### config.mk
export PLATFORM = sky130hd
export DESIGN_NAME = pitch_glide_generator
export DESIGN_NICKNAME = d
export VERILOG_FILES = /design/src/pgg_pkg.sv /design/src/pitch_glide_generator.sv
export SDC_FILE = /design/constraint.sdc
export NUM_CORES = 2
export LEC_CHECK = 0
export BUFFER_PORTS_ARGS = -buffer_cell sky130_fd_sc_hd__buf_2
export CAP_MARGIN = 20
export CORE_UTILIZATION = 27
export CTS_BUF_LIST = sky130_fd_sc_hd__clkbuf_16
export DETAILED_ROUTE_END_ITERATION = 8
export PLACE_DENSITY = 0.39
export SETUP_SLACK_MARGIN = 0.1
export SLEW_MARGIN = 20
export SYNTH_ARGS = -nofsm -noshare
export SYNTH_HDL_FRONTEND = slang
export SYNTH_SLANG_ARGS = --single-unit
### constraint.sdc
create_clock -name clk_i -period 14.01 [get_ports clk_i]
set_clock_uncertainty 0.15 [all_clocks]
set_input_delay 0 -clock clk_i [delete_from_list [all_inputs] [get_ports clk_i]]
set_output_delay 0 -clock clk_i [all_outputs]
set_load 0.02 [all_outputs]
### src/pgg_pkg.sv
// ----------------------------------------------------------------------------
// pgg_pkg
// Shared constants, types and elaboration-time tables of the pitch glide
// generator: log2 / exp2 fixed-point constants and sequencer states.
// ----------------------------------------------------------------------------
package pgg_pkg;

  localparam int unsigned SAMPLE_RATE = 48000;
  localparam int unsigned BUFFER_SIZE = 256;

  localparam int unsigned PITCH_W = 20;
  localparam int unsigned OFS_W   = 21;
  localparam int unsigned PROG_W  = 25;
  localparam int unsigned LT_W    = 24;
  localparam int unsigned BASE_W  = 25;
  localparam int unsigned V_W     = 26;
  localparam int unsigned DIV_W   = 32;
  localparam int unsigned DEN_W   = 11;

  localparam logic [PROG_W-1:0] ONE_Q24  = 25'h100_0000;
  localparam logic [PROG_W-1:0] STEP_MAX = 25'h1ff_ffff;
  localparam logic [LT_W-1:0]   LOG2_50_Q16 = 24'd369876;

  // x / 1270 == ((x >> 1) * PROP_RECIP) >> 41 for any 32-bit x
  localparam logic [31:0] PROP_RECIP = 32'(((64'd1 << 41) + 64'd634) / 64'd635);

  localparam logic [BASE_W-1:0] STEP_BASE =
    BASE_W'((64'(BUFFER_SIZE) << 24) / 64'(SAMPLE_RATE));

  localparam logic CMD_START = 1'b0;
  localparam logic CMD_TICK  = 1'b1;

  typedef enum logic [2:0] {
    REG_FLAGS   = 3'd0,
    REG_TIME    = 3'd1,
    REG_PRATE   = 3'd2,
    REG_PDEPTH  = 3'd3,
    REG_STRETCH = 3'd4,
    REG_THRESH  = 3'd5,
    REG_GLISS   = 3'd6
  } cfg_idx_e;

  typedef enum logic [4:0] {
    ST_IDLE, ST_START, ST_PMUL, ST_PDIV, ST_PADD, ST_ESET, ST_EXP, ST_EACC,
    ST_BASE, ST_STEP, ST_TICK, ST_CMUL, ST_CFIN, ST_GMUL, ST_GSEL, ST_HMUL,
    ST_HDIV, ST_SMUL, ST_SDIV, ST_DIV, ST_FIN, ST_DONE
  } state_e;

  typedef logic [19:0]        lt_tab_t   [128];
  typedef logic signed [20:0] la_tab_t   [128];
  typedef logic [17:0]        str_tab_t  [128];
  typedef logic [30:0]        root_tab_t [16];

  function automatic logic [63:0] isqrt64(logic [63:0] v);
    logic [63:0] r;
    logic [63:0] b;
    logic [63:0] x;
    r = 64'd0;
    b = 64'd1 << 62;
    x = v;
    for (int j = 0; j < 32; j++) begin
      if (b > x) b = b >> 2;
    end
    for (int j = 0; j < 32; j++) begin
      if (b != 64'd0) begin
        if (x >= r + b) begin
          x = x - (r + b);
          r = (r >> 1) + b;
        end else begin
          r = r >> 1;
        end
        b = b >> 2;
      end
    end
    return r;
  endfunction

  function automatic longint log2q(logic [63:0] n);
    int          p;
    logic        found;
    logic [63:0] y;
    longint      res;
    p = 0;
    found = 1'b0;
    for (int j = 63; j >= 0; j--) begin
      if (!found && n[j]) begin
        p = j;
        found = 1'b1;
      end
    end
    y = (p > 30) ? (n >> (p - 30)) : (n << (30 - p));
    res = longint'(p) * 65536;
    for (int i = 15; i >= 0; i--) begin
      y = (y * y) >> 30;
      if (y >= (64'd2 << 30)) begin
        y = y >> 1;
        res = res + (longint'(1) << i);
      end
    end
    return res;
  endfunction

  function automatic lt_tab_t gen_lt_tab();
    lt_tab_t tab;
    for (int t = 0; t < 128; t++) tab[t] = 20'((64'd435412 * 64'(t)) / 64'd127);
    return tab;
  endfunction

  function automatic la_tab_t gen_la_tab();
    la_tab_t tab;
    for (int r = 0; r < 128; r++) begin
      tab[r] = 21'(log2q(64'(300 * r + 635)) - log2q(64'd12700));
    end
    return tab;
  endfunction

  function automatic str_tab_t gen_str_tab();
    str_tab_t tab;
    for (int u = 0; u < 128; u++) begin
      if (u >= 64) tab[u] = 18'((64'd217706 * 64'(u - 64)) / 64'd63);
      else         tab[u] = 18'((64'd217706 * 64'(64 - u)) / 64'd64);
    end
    return tab;
  endfunction

  function automatic root_tab_t gen_roots();
    root_tab_t   tab;
    logic [63:0] root;
    root = 64'd2 << 30;
    for (int i = 0; i < 16; i++) begin
      root = isqrt64(root << 30);
      tab[i] = root[30:0];
    end
    return tab;
  endfunction

  localparam lt_tab_t   LT_TAB  = gen_lt_tab();
  localparam la_tab_t   LA_TAB  = gen_la_tab();
  localparam str_tab_t  STR_TAB = gen_str_tab();
  localparam root_tab_t ROOTS   = gen_roots();

endpackage

### src/pitch_glide_generator.sv
// ----------------------------------------------------------------------------
// pitch_glide_generator
// start is rejected, plain, or with proportional time; tick is idle, continuous,
// glissando hold or glissando slide
// one transaction at a time: shared multiplier and serial divider
// async reset loads register defaults and clears the sequencer and glide progress state
// ----------------------------------------------------------------------------
module pitch_glide_generator (
  input  logic        clk_i,
  input  logic        rst_ni,
  input  logic        cfg_we_i,
  input  logic [2:0]  cfg_addr_i,
  input  logic [6:0]  cfg_wdata_i,
  input  logic        s_axis_tvalid_i,
  output logic        s_axis_tready_o,
  // running_note[0], old_pitch[20:1], old_glide_pitch[40:21], new_pitch[60:41]
  input  logic [63:0] s_axis_tdata_i,
  // command[0]
  input  logic        s_axis_tuser_i,
  output logic        m_axis_tvalid_o,
  input  logic        m_axis_tready_i,
  // active[0], pitch_offset[21:1]
  output logic [23:0] m_axis_tdata_o
);
  import pgg_pkg::*;

  logic [3:0] flags_q;
  logic [6:0] gtime_q, prate_q, pdepth_q, stretch_q, thresh_q, gliss_q;

  state_e state_q, state_d, after_q, after_d;

  logic                 run_q, run_d;
  logic [PITCH_W-1:0]   po_q, pg_q, pn_q, po_d, pg_d, pn_d;
  logic                 glide_on_q, glide_on_d;
  logic [PROG_W-1:0]    progress_q, progress_d, step_q, step_d;
  logic [OFS_W-1:0]     start_q, start_d, cur_q, cur_d;
  logic [6:0]           hold_q, hold_d;
  logic [7:0]           semis_q, semis_d;
  logic signed [LT_W-1:0] lt_q, lt_d;
  logic [LT_W-1:0]      e_q, e_d;
  logic [30:0]          acc_q, acc_d;
  logic [3:0]           exp_cnt_q, exp_cnt_d;
  logic                 psign_q, psign_d;
  logic [7:0]           c_q, c_d;
  logic [DIV_W-1:0]     quo_q, quo_d;
  logic [DEN_W-1:0]     rem_q, rem_d, den_q, den_d;
  logic [4:0]           div_cnt_q, div_cnt_d;
  logic [63:0]          mul_p_q;
  logic [31:0]          mul_a, mul_b;
  logic                 mv_q, mv_d, oact_q, oact_d;
  logic [OFS_W-1:0]     oofs_q, oofs_d;

  // start decision
  logic [20:0] dg_raw, dn_raw;
  logic [19:0] adg, adn, mag;
  logic        down, up, reject, str_on;
  logic [23:0] adn12, thr_w;
  logic signed [LT_W-1:0] lt0;
  logic [24:0] semi_sum;
  logic [21:0] pdiff;
  logic [20:0] pmag;
  logic [11:0] pscale;

  // tick helpers
  logic [25:0] prog_sum;
  logic [23:0] gf;
  logic [7:0]  gc;
  logic [30:0] f127;
  logic [31:0] slide_t;
  logic [19:0] rem20;

  // divider step
  logic [DEN_W:0] div_r;
  logic           div_ge;

  // step finish
  logic [V_W-1:0]    v_w, vsh;
  logic signed [7:0] k_w;
  logic [7:0]        nk;
  logic [V_W+23:0]   vwide;
  logic [PROG_W-1:0] step_w;

  assign s_axis_tready_o = (state_q == ST_IDLE);
  assign m_axis_tvalid_o = mv_q;
  assign m_axis_tdata_o  = {2'b00, oofs_q, oact_q};

  assign dg_raw = {1'b0, pg_q} - {1'b0, pn_q};
  assign dn_raw = {1'b0, po_q} - {1'b0, pn_q};
  assign adg    = dg_raw[20] ? 20'(-dg_raw) : dg_raw[19:0];
  assign adn    = dn_raw[20] ? 20'(-dn_raw) : dn_raw[19:0];
  assign down   = pn_q < po_q;
  assign up     = pn_q > po_q;
  assign adn12  = 24'(adn) * 24'd12;
  assign thr_w  = {1'b0, thresh_q, 16'h0000};
  assign str_on = ((stretch_q >= 7'd64) && down) || ((stretch_q < 7'd64) && up);
  assign reject = !flags_q[0] || (flags_q[1] && !run_q) || (po_q == pn_q) ||
                  ((stretch_q == 7'd127) && down) || ((stretch_q == 7'd0) && up) ||
                  (!flags_q[3] && (adn12 > thr_w)) || (flags_q[3] && (adn12 < thr_w));
  assign lt0 = 24'(LT_TAB[gtime_q]) - LOG2_50_Q16 - (str_on ? 24'(STR_TAB[stretch_q]) : 24'd0);
  assign semi_sum = 25'(adg) * 25'd12 + 25'd65535;
  assign pdiff  = {2'b00, adg} - {LA_TAB[prate_q][20], LA_TAB[prate_q]};
  assign pmag   = pdiff[21] ? 21'(-pdiff) : pdiff[20:0];
  assign pscale = {1'b0, pdepth_q, 4'h0} + 12'd254;

  assign mag      = start_q[20] ? 20'(-start_q) : start_q[19:0];
  assign prog_sum = 26'(progress_q) + 26'(step_q);
  assign gc       = mul_p_q[31:24];
  assign gf       = mul_p_q[23:0];
  assign f127     = {gf, 7'h00} - {7'h00, gf};
  assign slide_t  = {8'(semis_q - c_q), 24'h000000} - quo_q;
  assign rem20    = quo_q[19:0];

  assign div_r  = {rem_q, quo_q[DIV_W-1]};
  assign div_ge = div_r >= {1'b0, den_q};

  assign v_w   = mul_p_q[16 +: V_W];
  assign k_w   = $signed(e_q[23:16]);
  assign nk    = 8'(-k_w);
  assign vwide = (V_W+24)'(v_w) << k_w[4:0];
  assign vsh   = (nk >= 8'(V_W)) ? '0 : (v_w >> nk[4:0]);

  always_comb begin
    if (!k_w[7]) begin
      if (k_w >= 8'sd25) step_w = (v_w != '0) ? STEP_MAX : '0;
      else step_w = (vwide > (V_W+24)'(STEP_MAX)) ? STEP_MAX : vwide[PROG_W-1:0];
    end else begin
      step_w = (vsh > V_W'(STEP_MAX)) ? STEP_MAX : vsh[PROG_W-1:0];
    end
  end

  always_comb begin
    mul_a = '0;
    mul_b = '0;
    case (state_q)
      ST_PMUL: begin
        mul_a = 32'(pmag);
        mul_b = 32'(pscale);
      end
      ST_PDIV: begin
        mul_a = 32'(mul_p_q[31:1]);
        mul_b = PROP_RECIP;
      end
      ST_EXP: begin
        mul_a = 32'(acc_q);
        mul_b = 32'(ROOTS[exp_cnt_q]);
      end
      ST_BASE: begin
        mul_a = 32'(STEP_BASE);
        mul_b = 32'(acc_q >> 14);
      end
      ST_CMUL: begin
        mul_a = 32'(mag);
        mul_b = 32'(ONE_Q24 - progress_q);
      end
      ST_GMUL: begin
        mul_a = 32'(progress_q);
        mul_b = 32'(semis_q);
      end
      ST_HMUL: begin
        mul_a = 32'(mag);
        mul_b = 32'(semis_q - c_q);
      end
      ST_SMUL: begin
        mul_a = 32'(mag);
        mul_b = slide_t;
      end
      default: begin
        mul_a = '0;
        mul_b = '0;
      end
    endcase
  end

  always_comb begin
    state_d    = state_q;
    after_d    = after_q;
    run_d      = run_q;
    po_d       = po_q;
    pg_d       = pg_q;
    pn_d       = pn_q;
    glide_on_d = glide_on_q;
    progress_d = progress_q;
    step_d     = step_q;
    start_d    = start_q;
    cur_d      = cur_q;
    hold_d     = hold_q;
    semis_d    = semis_q;
    lt_d       = lt_q;
    e_d        = e_q;
    acc_d      = acc_q;
    exp_cnt_d  = exp_cnt_q;
    psign_d    = psign_q;
    c_d        = c_q;
    quo_d      = quo_q;
    rem_d      = rem_q;
    den_d      = den_q;
    div_cnt_d  = div_cnt_q;
    mv_d       = mv_q && !m_axis_tready_i;
    oact_d     = oact_q;
    oofs_d     = oofs_q;
    case (state_q)
      ST_IDLE: begin
        if (s_axis_tvalid_i) begin
          run_d   = s_axis_tdata_i[0];
          po_d    = s_axis_tdata_i[20:1];
          pg_d    = s_axis_tdata_i[40:21];
          pn_d    = s_axis_tdata_i[60:41];
          state_d = (s_axis_tuser_i == CMD_TICK) ? ST_TICK : ST_START;
        end
      end
      ST_START: begin
        glide_on_d = 1'b0;
        cur_d      = '0;
        progress_d = '0;
        step_d     = '0;
        if (reject) begin
          state_d = ST_DONE;
        end else begin
          hold_d  = gliss_q;
          semis_d = semi_sum[23:16];
          start_d = dg_raw;
          cur_d   = dg_raw;
          lt_d    = lt0;
          state_d = flags_q[2] ? ST_PMUL : ST_ESET;
        end
      end
      ST_PMUL: begin
        psign_d = pdiff[21];
        state_d = ST_PDIV;
      end
      ST_PDIV: begin
        state_d = ST_PADD;
      end
      ST_PADD: begin
        lt_d    = psign_q ? (lt_q - 24'(mul_p_q[63:41])) : (lt_q + 24'(mul_p_q[63:41]));
        state_d = ST_ESET;
      end
      ST_ESET: begin
        e_d       = 24'(-lt_q);
        acc_d     = 31'h4000_0000;
        exp_cnt_d = '0;
        state_d   = ST_EXP;
      end
      ST_EXP: begin
        state_d = ST_EACC;
      end
      ST_EACC: begin
        if (e_q[4'd15 - exp_cnt_q]) acc_d = mul_p_q[60:30];
        exp_cnt_d = exp_cnt_q + 4'd1;
        state_d   = (exp_cnt_q == 4'd15) ? ST_BASE : ST_EXP;
      end
      ST_BASE: begin
        state_d = ST_STEP;
      end
      ST_STEP: begin
        step_d     = (step_w == '0) ? 25'd1 : step_w;
        glide_on_d = 1'b1;
        state_d    = ST_DONE;
      end
      ST_TICK: begin
        if (!glide_on_q) begin
          state_d = ST_DONE;
        end else begin
          if (prog_sum > 26'(ONE_Q24)) begin
            progress_d = ONE_Q24;
            glide_on_d = 1'b0;
          end else begin
            progress_d = prog_sum[PROG_W-1:0];
          end
          state_d = ((semis_q != 8'd0) && (hold_q != 7'd0)) ? ST_GMUL : ST_CMUL;
        end
      end
      ST_CMUL: begin
        state_d = ST_CFIN;
      end
      ST_CFIN: begin
        cur_d   = start_q[20] ? 21'(-{1'b0, mul_p_q[43:24]}) : {1'b0, mul_p_q[43:24]};
        state_d = ST_DONE;
      end
      ST_GMUL: begin
        state_d = ST_GSEL;
      end
      ST_GSEL: begin
        c_d = gc;
        if (f127 < {hold_q, 24'h000000}) begin
          if (gc >= semis_q) begin
            cur_d   = '0;
            state_d = ST_DONE;
          end else begin
            state_d = ST_HMUL;
          end
        end else if ((9'(gc) + 9'd1) >= 9'(semis_q)) begin
          cur_d   = '0;
          state_d = ST_DONE;
        end else begin
          quo_d     = 32'(f127 - {hold_q, 24'h000000});
          rem_d     = '0;
          den_d     = 11'd127 - 11'(hold_q);
          div_cnt_d = '0;
          after_d   = ST_SMUL;
          state_d   = ST_DIV;
        end
      end
      ST_HMUL: begin
        state_d = ST_HDIV;
      end
      ST_HDIV: begin
        quo_d     = mul_p_q[31:0];
        rem_d     = '0;
        den_d     = 11'(semis_q);
        div_cnt_d = '0;
        after_d   = ST_FIN;
        state_d   = ST_DIV;
      end
      ST_SMUL: begin
        state_d = ST_SDIV;
      end
      ST_SDIV: begin
        quo_d     = mul_p_q[55:24];
        rem_d     = '0;
        den_d     = 11'(semis_q);
        div_cnt_d = '0;
        after_d   = ST_FIN;
        state_d   = ST_DIV;
      end
      ST_DIV: begin
        rem_d     = div_ge ? DEN_W'(div_r - {1'b0, den_q}) : div_r[DEN_W-1:0];
        quo_d     = {quo_q[DIV_W-2:0], div_ge};
        div_cnt_d = div_cnt_q + 5'd1;
        if (div_cnt_q == 5'd31) state_d = after_q;
      end
      ST_FIN: begin
        cur_d   = start_q[20] ? 21'(-{1'b0, rem20}) : {1'b0, rem20};
        state_d = ST_DONE;
      end
      ST_DONE: begin
        if (!mv_q || m_axis_tready_i) begin
          mv_d    = 1'b1;
          oact_d  = glide_on_q;
          oofs_d  = cur_q;
          state_d = ST_IDLE;
        end
      end
      default: begin
        state_d = ST_IDLE;
      end
    endcase
  end

  always_ff @(posedge clk_i or negedge rst_ni) begin
    if (!rst_ni) begin
      flags_q   <= 4'd0;
      gtime_q   <= 7'd64;
      prate_q   <= 7'd80;
      pdepth_q  <= 7'd90;
      stretch_q <= 7'd64;
      thresh_q  <= 7'd3;
      gliss_q   <= 7'd0;
    end else if (cfg_we_i) begin
      case (cfg_addr_i)
        REG_FLAGS:   flags_q   <= cfg_wdata_i[3:0];
        REG_TIME:    gtime_q   <= cfg_wdata_i;
        REG_PRATE:   prate_q   <= cfg_wdata_i;
        REG_PDEPTH:  pdepth_q  <= cfg_wdata_i;
        REG_STRETCH: stretch_q <= cfg_wdata_i;
        REG_THRESH:  thresh_q  <= cfg_wdata_i;
        REG_GLISS:   gliss_q   <= cfg_wdata_i;
        default: begin
        end
      endcase
    end
  end

  always_ff @(posedge clk_i or negedge rst_ni) begin
    if (!rst_ni) begin
      state_q    <= ST_IDLE;
      after_q    <= ST_IDLE;
      glide_on_q <= 1'b0;
      progress_q <= '0;
      step_q     <= '0;
      start_q    <= '0;
      cur_q      <= '0;
      hold_q     <= '0;
      semis_q    <= '0;
      exp_cnt_q  <= '0;
      div_cnt_q  <= '0;
      mv_q       <= 1'b0;
    end else begin
      state_q    <= state_d;
      after_q    <= after_d;
      glide_on_q <= glide_on_d;
      progress_q <= progress_d;
      step_q     <= step_d;
      start_q    <= start_d;
      cur_q      <= cur_d;
      hold_q     <= hold_d;
      semis_q    <= semis_d;
      exp_cnt_q  <= exp_cnt_d;
      div_cnt_q  <= div_cnt_d;
      mv_q       <= mv_d;
    end
  end

  always_ff @(posedge clk_i) begin
    run_q   <= run_d;
    po_q    <= po_d;
    pg_q    <= pg_d;
    pn_q    <= pn_d;
    lt_q    <= lt_d;
    e_q     <= e_d;
    acc_q   <= acc_d;
    psign_q <= psign_d;
    c_q     <= c_d;
    quo_q   <= quo_d;
    rem_q   <= rem_d;
    den_q   <= den_d;
    oact_q  <= oact_d;
    oofs_q  <= oofs_d;
    mul_p_q <= 64'(mul_a) * 64'(mul_b);
  end

  assert property (@(posedge clk_i) disable iff (!rst_ni) progress_q <= ONE_Q24)
    else $error("progress above one");

  assert property (@(posedge clk_i) disable iff (!rst_ni)
    glide_on_q |-> (step_q != '0))
    else $error("glide running with zero step");

  assert property (@(posedge clk_i) disable iff (!rst_ni)
    (state_q != ST_DIV) |-> (div_cnt_q == 5'd0))
    else $error("divider count left running");

  assert property (@(posedge clk_i) disable iff (!rst_ni)
    $rose(m_axis_tvalid_o) |-> ($past(state_q) == ST_DONE))
    else $error("result shown outside done state");

endmodule
Word level (Yosys, flattened, before mapping)
Memories as Yosys holds them, arrays and structs flattened.
Cells that the tools add are included.
{ "word_totals": {"regBits": 463, "mem_bits_ro": 8048, "out_inout_bits": 26, "elab_cells": 273, "memories": 4} }
{ "mem_list": {"columns": ["memory", "words", "width", "rd", "rd_clocked_by_memory_dff", "wr", "line", "source"], "rows": [
  ["(no name shown)", 128, 21, 1, 0, 0, "pitch_glide_generator.sv:101", "assign pdiff = {2'b00, adg} - {LA_TAB[prate_q][20], LA_TAB[prate_q]};"],
  ["(no name shown)", 128, 20, 1, 0, 0, "pitch_glide_generator.sv:99", "assign lt0 = 24'(LT_TAB[gtime_q]) - LOG2_50_Q16 - (str_on ? 24'(STR_TAB[stretch_q]) : 24'd0);"],
  ["(no name shown)", 128, 18, 1, 0, 0, "pitch_glide_generator.sv:99", null],
  ["(no name shown)", 16, 31, 1, 0, 0, "pitch_glide_generator.sv:145", "mul_b = 32'(ROOTS[exp_cnt_q]);"]
]} }
{ "op_classes": {"n_addsub": 30, "mul": 3, "n_lt_le_gt_ge": 20, "eq_ne": 41, "n_shift": 2, "muxes": 75, "bitwise_logic": 5, "reduce_logical": 59} }
{ "ops": {"columns": ["operator", "n"], "rows": [
  ["$pmux W32 S8", 1],
  ["$mux W25", 8],
  ["$mux W21", 9],
  ["$pmux W31 S6", 1],
  ["$pmux W32 S4", 1],
  ["$mux W20", 5],
  ["$pmux W25 S2", 2],
  ["$pmux W5 S19", 1],
  ["$mux W31", 3],
  ["$pmux W21 S4", 1],
  ["$mul A32 B32 Y64", 1],
  ["$mux W32", 2],
  ["$pmux W31 S2", 1],
  ["$neg A20 Y20", 3],
  ["$mux W11", 5],
  ["$mux W5", 11],
  ["$mux W18", 3],
  ["$gt A26 B25 Y1 const B", 2],
  ["$gt A50 B25 Y1 const B", 1],
  ["$shl A26 B5 Y50", 1],
  ["$mux W24", 2],
  ["$pmux W24 S2", 1],
  ["$mul A20 B2 Y22 const B", 2],
  ["$neg A20 Y21", 2],
  ["other kinds (84)", 166]
]} }

Longest topological paths before layout
{ "logic_depth": {"ltp_word": 10, "ltp_mapped": 57, "mapped_depth_nobuf": 54} }

Least setup slack after synthesis
No wires, ideal clock.
{ "synth_path": {"path_type": "flip-flop to flip-flop", "start": "register pn_q[0]", "end": "register mul_p_q[49]", "setup_time_ns": 0.072, "t_arrival_ns": 12.888, "required_time_ns": 13.788, "setup_slack_ns": 0.899, "path_stages_with_launch": 51, "path_buffers": 4, "period_less_slack_ns": 13.111, "cell_sequence": "edfxtp_1 -> ha_1 -> fa_1 -> nor2b_1 -> o31a_1 -> o211ai_1 -> a21boi_0 -> a31oi_1 -> a21o_1 -> clkbuf_1 -> o21ai_0 -> ha_1 -> nor2b_1 -> o21a_1 -> o21a_1 -> o31ai_1 -> a211o_1 -> nand3_1 -> [... 15 more ...] -> fa_1 -> inv_1 -> fa_1 -> fa_1 -> fa_1 -> ha_1 -> a21o_1 -> a21o_1 -> a21oi_1 -> o31ai_1 -> a311o_1 -> a21oi_1 -> o32ai_1 -> or2_2 -> a21o_1 -> or3b_2 -> a31oi_1 -> xnor2_1"} }
{ "synth_via": {"elab_chain_len": 8} }
{ "synth_rtl": {"columns": ["element", "line", "source"], "rows": [
  ["start: declaration", "pitch_glide_generator.sv:33", "logic [PITCH_W-1:0] po_q, pg_q, pn_q, po_d, pg_d, pn_d;"],
  ["start signal: assignment", "pitch_glide_generator.sv:408", "pn_q <= pn_d;"],
  ["$sub A20 B20 Y21 (*)", "pitch_glide_generator.sv:87", "assign dg_raw = {1'b0, pg_q} - {1'b0, pn_q};"],
  ["$neg A20 Y20", "pitch_glide_generator.sv:89", "assign adg = dg_raw[20] ? 20'(-dg_raw) : dg_raw[19:0];"],
  ["$mux W20 (*)", "pitch_glide_generator.sv:89", null],
  ["$sub A21 B21 Y22 (*)", "pitch_glide_generator.sv:101", null],
  ["$neg A21 Y21", "pitch_glide_generator.sv:102", "assign pmag = pdiff[21] ? 21'(-pdiff) : pdiff[20:0];"],
  ["$mux W21 (*)", "pitch_glide_generator.sv:102", null],
  ["$pmux W31 S6 (*)", "pitch_glide_generator.sv:134", "case (state_q)"],
  ["$mul A32 B32 Y64 (*)", "pitch_glide_generator.sv:419", "mul_p_q <= 64'(mul_a) * 64'(mul_b);"],
  ["end signal: assignment", "pitch_glide_generator.sv:419", null],
  ["end: declaration", "pitch_glide_generator.sv:48", "logic [63:0] mul_p_q;"]
]} }
Mark *: on every way between the ends. The rest lies on a longest branch, timed or not.
A chain may end at the register's enable or synchronous reset.

Final worst setup path
{ "layout_path": {"start": "register prate_q[1]", "end": "register mul_p_q[60]"} }
{ "layout_via": {"elab_chain_len": 9} }
{ "layout_rtl": {"columns": ["element", "line", "source"], "rows": [
  ["start: declaration", "pitch_glide_generator.sv:28", "logic [6:0] gtime_q, prate_q, pdepth_q, stretch_q, thresh_q, gliss_q;"],
  ["start signal: assignment", "pitch_glide_generator.sv:363", "REG_PRATE: prate_q <= cfg_wdata_i;"],
  ["$not A7 Y8 (implied by the code) (*)", "pitch_glide_generator.sv:101", null],
  ["$mem_v2 Z128 W21 (*)", null, null],
  ["$mux W21 (implied by the code) (*) (2 in series)", "pitch_glide_generator.sv:101", null],
  ["$sub A21 B21 Y22 (*)", "pitch_glide_generator.sv:101", null],
  ["$neg A21 Y21", "pitch_glide_generator.sv:102", null],
  ["$mux W21 (*)", "pitch_glide_generator.sv:102", null],
  ["$pmux W31 S6 (*)", "pitch_glide_generator.sv:134", null],
  ["$mul A32 B32 Y64 (*)", "pitch_glide_generator.sv:419", null]
]} }
Mark *: on every way between the ends. The rest lies on a longest branch, timed or not. The select of a mux whose other input is x is not followed.

==> metrics.md <==
| Metric | Value |
|---|---|
| Full die area | `292000 um2` |
| Peak VDD IR | `0.151 mV` |
| Global-route wire length before repair | `505000 um` |
| Pin count of the biggest net entering global routing | `91` |
| Max FO, Critical Path | `7` |
| Met2 Track Usage GR | `0.374` |
| Detailed-route wire length | `344000 um` |
| Register area share after synthesis | `0.157` |
| Worst R2R End | `mul_p_q[60]` |
| Number of synthesized register bits | `458` |
| Horiz. Die Dim | `540 um` |
| Post-synthesis compound-gate area fraction | `0.181` |
| Initial Util | `0.272` |
| Crit end category | `flop` |
| Root buffer cell | `clkbuf_16` |
| DP Cell Count | `13300` |
| Tmin final | `13.42 ns` |
| Final setup fails | `0` |
| Critical path class | `flop to flop` |
| Post-synthesis mux area share | `0.0381` |
| WL/cell | `25.4 um` |
| Vias/cell | `5.25` |
| Gpl congestion | `0.923` |
| Worst-Skew Late Latency | `0.74 ns` |
| Met3 usage | `0.0278` |
| Mapped Avg Cell Area | `8.28 um2` |
| Pwr Density | `245 nW/um2` |
| Worst hold path type | `input pin to flop` |
| Synth cell types | `112` |
| Critical path's largest stage delay | `0.60 ns` |
| Initial antenna violation count | `18` |
| Ys async rst share | `0.376` |
| Syn Inst Count | `9444` |
| Xor-xnor portion of the synthesized cell area | `0.0510` |
| F_max | `74.5 MHz` |
| Met1 Use GR | `0.323` |
| Final max-slew violation count | `0` |
| Synth Flop Type | `edfxtp_1` |
| Largest family of logic cells by synthesized area | `adder cells` |
| I/O pins | `106` |
| Core box area | `288000 um2` |
| Drt first pass iters | `8` |
| Synthesis Warnings | `0` |
| DRC | `0` |
| Status | `finished clean` |
| Post-synth top area cell | `fa_1` |
| Longest Clk Path Bufs | `3` |
| Fin crit share | `0.958` |
| Share of cells above drive strength 1 | `0.110` |
| Fin cells | `13600` |
| Buffers on Ports | `100` |
| Post-route setup slack | `0.595 ns` |
| CTS buffer count | `61` |
| Critical Path RT | `14.43 ns` |
| Reg clk slew, reported paths | `0.06 ns` |
| Hold Vio Cnt, Final | `0` |
| Critical Path Sink | `mul_p_q[60]` |
| Simple-gate share of the synthesized area | `0.168` |
| Max Cap Viol | `0` |
| Total grt overflow | `0` |
| R2r setup slk | `0.59 ns` |
| GRT Total Usage | `0.232` |
| TritonCTS clock tree | `built` |
| Yosys top cell area share | `0.225` |
| Max-slew headroom | `0.169` |
| Number of global-route vias before repair | `72500` |
| Clock sinks | `458` |
| Most used routing layer | `met2` |
| Post-Synth Adder-Cell Area | `0.316` |
| Initial DRC count | `6602` |
| Post-Syn Area | `78200 um2` |
| Leak | `0.0395 uW` |
| Final design utilization | `0.312` |
| Setup WS pre-CTS | `-0.153 ns` |
| Largest cells by area after synthesis | `fa_1, ha_1, edfxtp_1, nand2_1, inv_1` |
| Via count | `71300` |
| CTS H-Tree Depth | `2` |
| Crit. Startpoint | `prate_q[1]` |
| Cell with the largest stage delay on the worst path | `or4b_1` |
| Worst Reg-to-Reg Cells | `54` |
| RSZ-0062 raised after global routing | `yes` |
| Die height | `540 um` |
| Cell Rows | `197` |
| Final TNS setup | `0 ns` |
| Routed Antenna Nets | `0` |
| R2r startpoint | `prate_q[1]` |
| Number of synthesized flops with an enable pin | `222` |
| Worst Setup Start Kind | `flop` |
| Area Overhead vs Synth | `14.8%` |
| Final nets | `11300` |
| Slew @ Worst Pin | `1.25 ns` |
| Cell mode on critical path | `fa_1` |
| Detailed Place HPWL | `269000 um` |
| Critical path arrival | `13.83 ns` |
==> registers in the layout (all words and copies together) (netlist names), 21 cells and up <==
name        flops
progress_q     25
start_q        21
oofs_q         21
lt_q           24
step_q         25
mul_p_q        64
quo_q          32
acc_q          31
e_q            24
cur_q          21
==> where the power goes <==
part | switching, uW | total (uW) | leakage (uW) | internal [uW]
Combinational | 11100 | 17700 | 0.0336 | 6640
Clock | 747 | 1710 | 0.00106 | 966
Sequential | 579 | 2550 | 0.00480 | 1970
==> how the worst min path moves through the flow <==
| stage | from | slack, ns | end | cells past startpoint |
|---|---|---|---|---|
| global route | s_axis_tvalid_i | 0.17 | state_q[1] | 4 |
| detailed placement | rst_ni | -0.18 | state_q[3] | 1 |
| floorplan | rst_ni | -0.45 | after_q[0] | 0 |
| finish | m_axis_tready_i | 0.16 | state_q[2] | 4 |
| global placement | rst_ni | -0.18 | state_q[3] | 1 |
| CTS | m_axis_tready_i | 0.13 | state_q[2] | 4 |
==> cell type report <==
cell class | instances | area, um2
Clock buffer | 63 | 1580
Antenna cell | 3 | 7.51
Multi-Input combinational cell | 7190 | 59700
Fill cell | 30700 | 198000
Tap cell | 3781 | 4730
Timing Repair Buffer | 763 | 6170
Sequential cell | 458 | 12300
Inverter | 1255 | 4710
Clock inverter | 53 | 510
==> synth_stat cells (26+ instances only) <==
library cell / number
dfxtp_1: 64
mux2i_1: 103
edfxtp_1: 222
clkbuf_1: 411
a311oi_1: 34
nand2b_1: 116
o21ai_0: 502
or3_1: 53
and2_1: 108
nor4_1: 40
nand4_1: 43
a211o_1: 26
o31ai_1: 51
mux2_2: 56
or2_2: 42
xor2_1: 160
o21a_1: 63
dfrtp_1: 162
nor3_1: 176
a22oi_1: 30
mux4_2: 58
a222oi_1: 28
a211oi_1: 100
o211ai_1: 64
o21bai_1: 43
a31oi_1: 87
inv_1: 1240
a22o_1: 41
nand2_1: 1252
fa_1: 878
nor2b_1: 99
buf_2: 77
and3_1: 44
buf_1: 51
nor2_1: 679
xnor2_1: 293
a221oi_1: 32
o22ai_1: 62
nand3_1: 127
a21oi_1: 538
ha_1: 572
a21o_1: 159
==> metrics by stage <==
step | power, uW | cell area [um2] | hold slack, ns
finish | 21900 | 89700 | 0.157
global route | 23700 | 89700 | 0.167
CTS | 21700 | 89200 | 0.134
detailed placement | 19800 | 85500 | -0.182
global placement | 19800 | 85500 | -0.183
floorplan | 13400 | 78200 | -0.446
==> placed cells by master, fill, tap and decap left out, types with 102 or more instances in the layout <==
cell	n
nand2_1	1252
inv_1	1248
fa_1	875
nor2_1	669
ha_1	567
a21oi_1	529
o21ai_0	487
buf_4	486
xnor2_1	282
edfxtp_1	222
nor3_1	160
a21o_1	159
xor2_1	156
dfrtp_1	152
dlygate4sd3_1	146
nand3_1	125
nand2b_1	113
and2_1	108
mux2i_1	102
==> kinds of logic (layout without fill, tap and decap cells) <==
| family | after synthesis | count (layout) |
|---|---|---|
| other | 2 | 16 |
| AOI/OAI and AO/OA | 2165 | 2165 |
| and+or+nand+nor | 2890 | 2890 |
| muxes | 218 | 218 |
| adders and majority gates | 1450 | 1450 |
| DFF | 458 | 458 |
| xor gates and xnor gates | 454 | 454 |
| buffers and inverters | 1807 | 2134 |
==> worst max-delay path: cells and delay by family (launching register included) <==
family / cells / cell delay, ns
DFF: 1 / 0.37
adders and majority gates: 12 / 5.54
buffers and inverters: 13 / 1.57
AOI/OAI and AO/OA: 18 / 3.07
and+or+nand+nor: 7 / 1.69
xor gates and xnor gates: 3 / 0.57
muxes: 1 / 0.28
==> routing by layer <==
layer  vias to the layer above  routed length (um)
li1                      32500                   -
met1                     36200              157000
met2                      2182              157000
met3                       396               19000
met4                         2               12100
met5                         -                  13
==> repair_timing <==
item                                    CTS  global route
endpoints found under the setup margin   15            29
pin swaps                                 2            31
hold endpoints to repair                300             0
cloned                                    0             1
setup buffers                             1            16
resized for setup                        12            93
hold buffers                            147             0
Note: power is estimated with default switching activity, not from simulation.
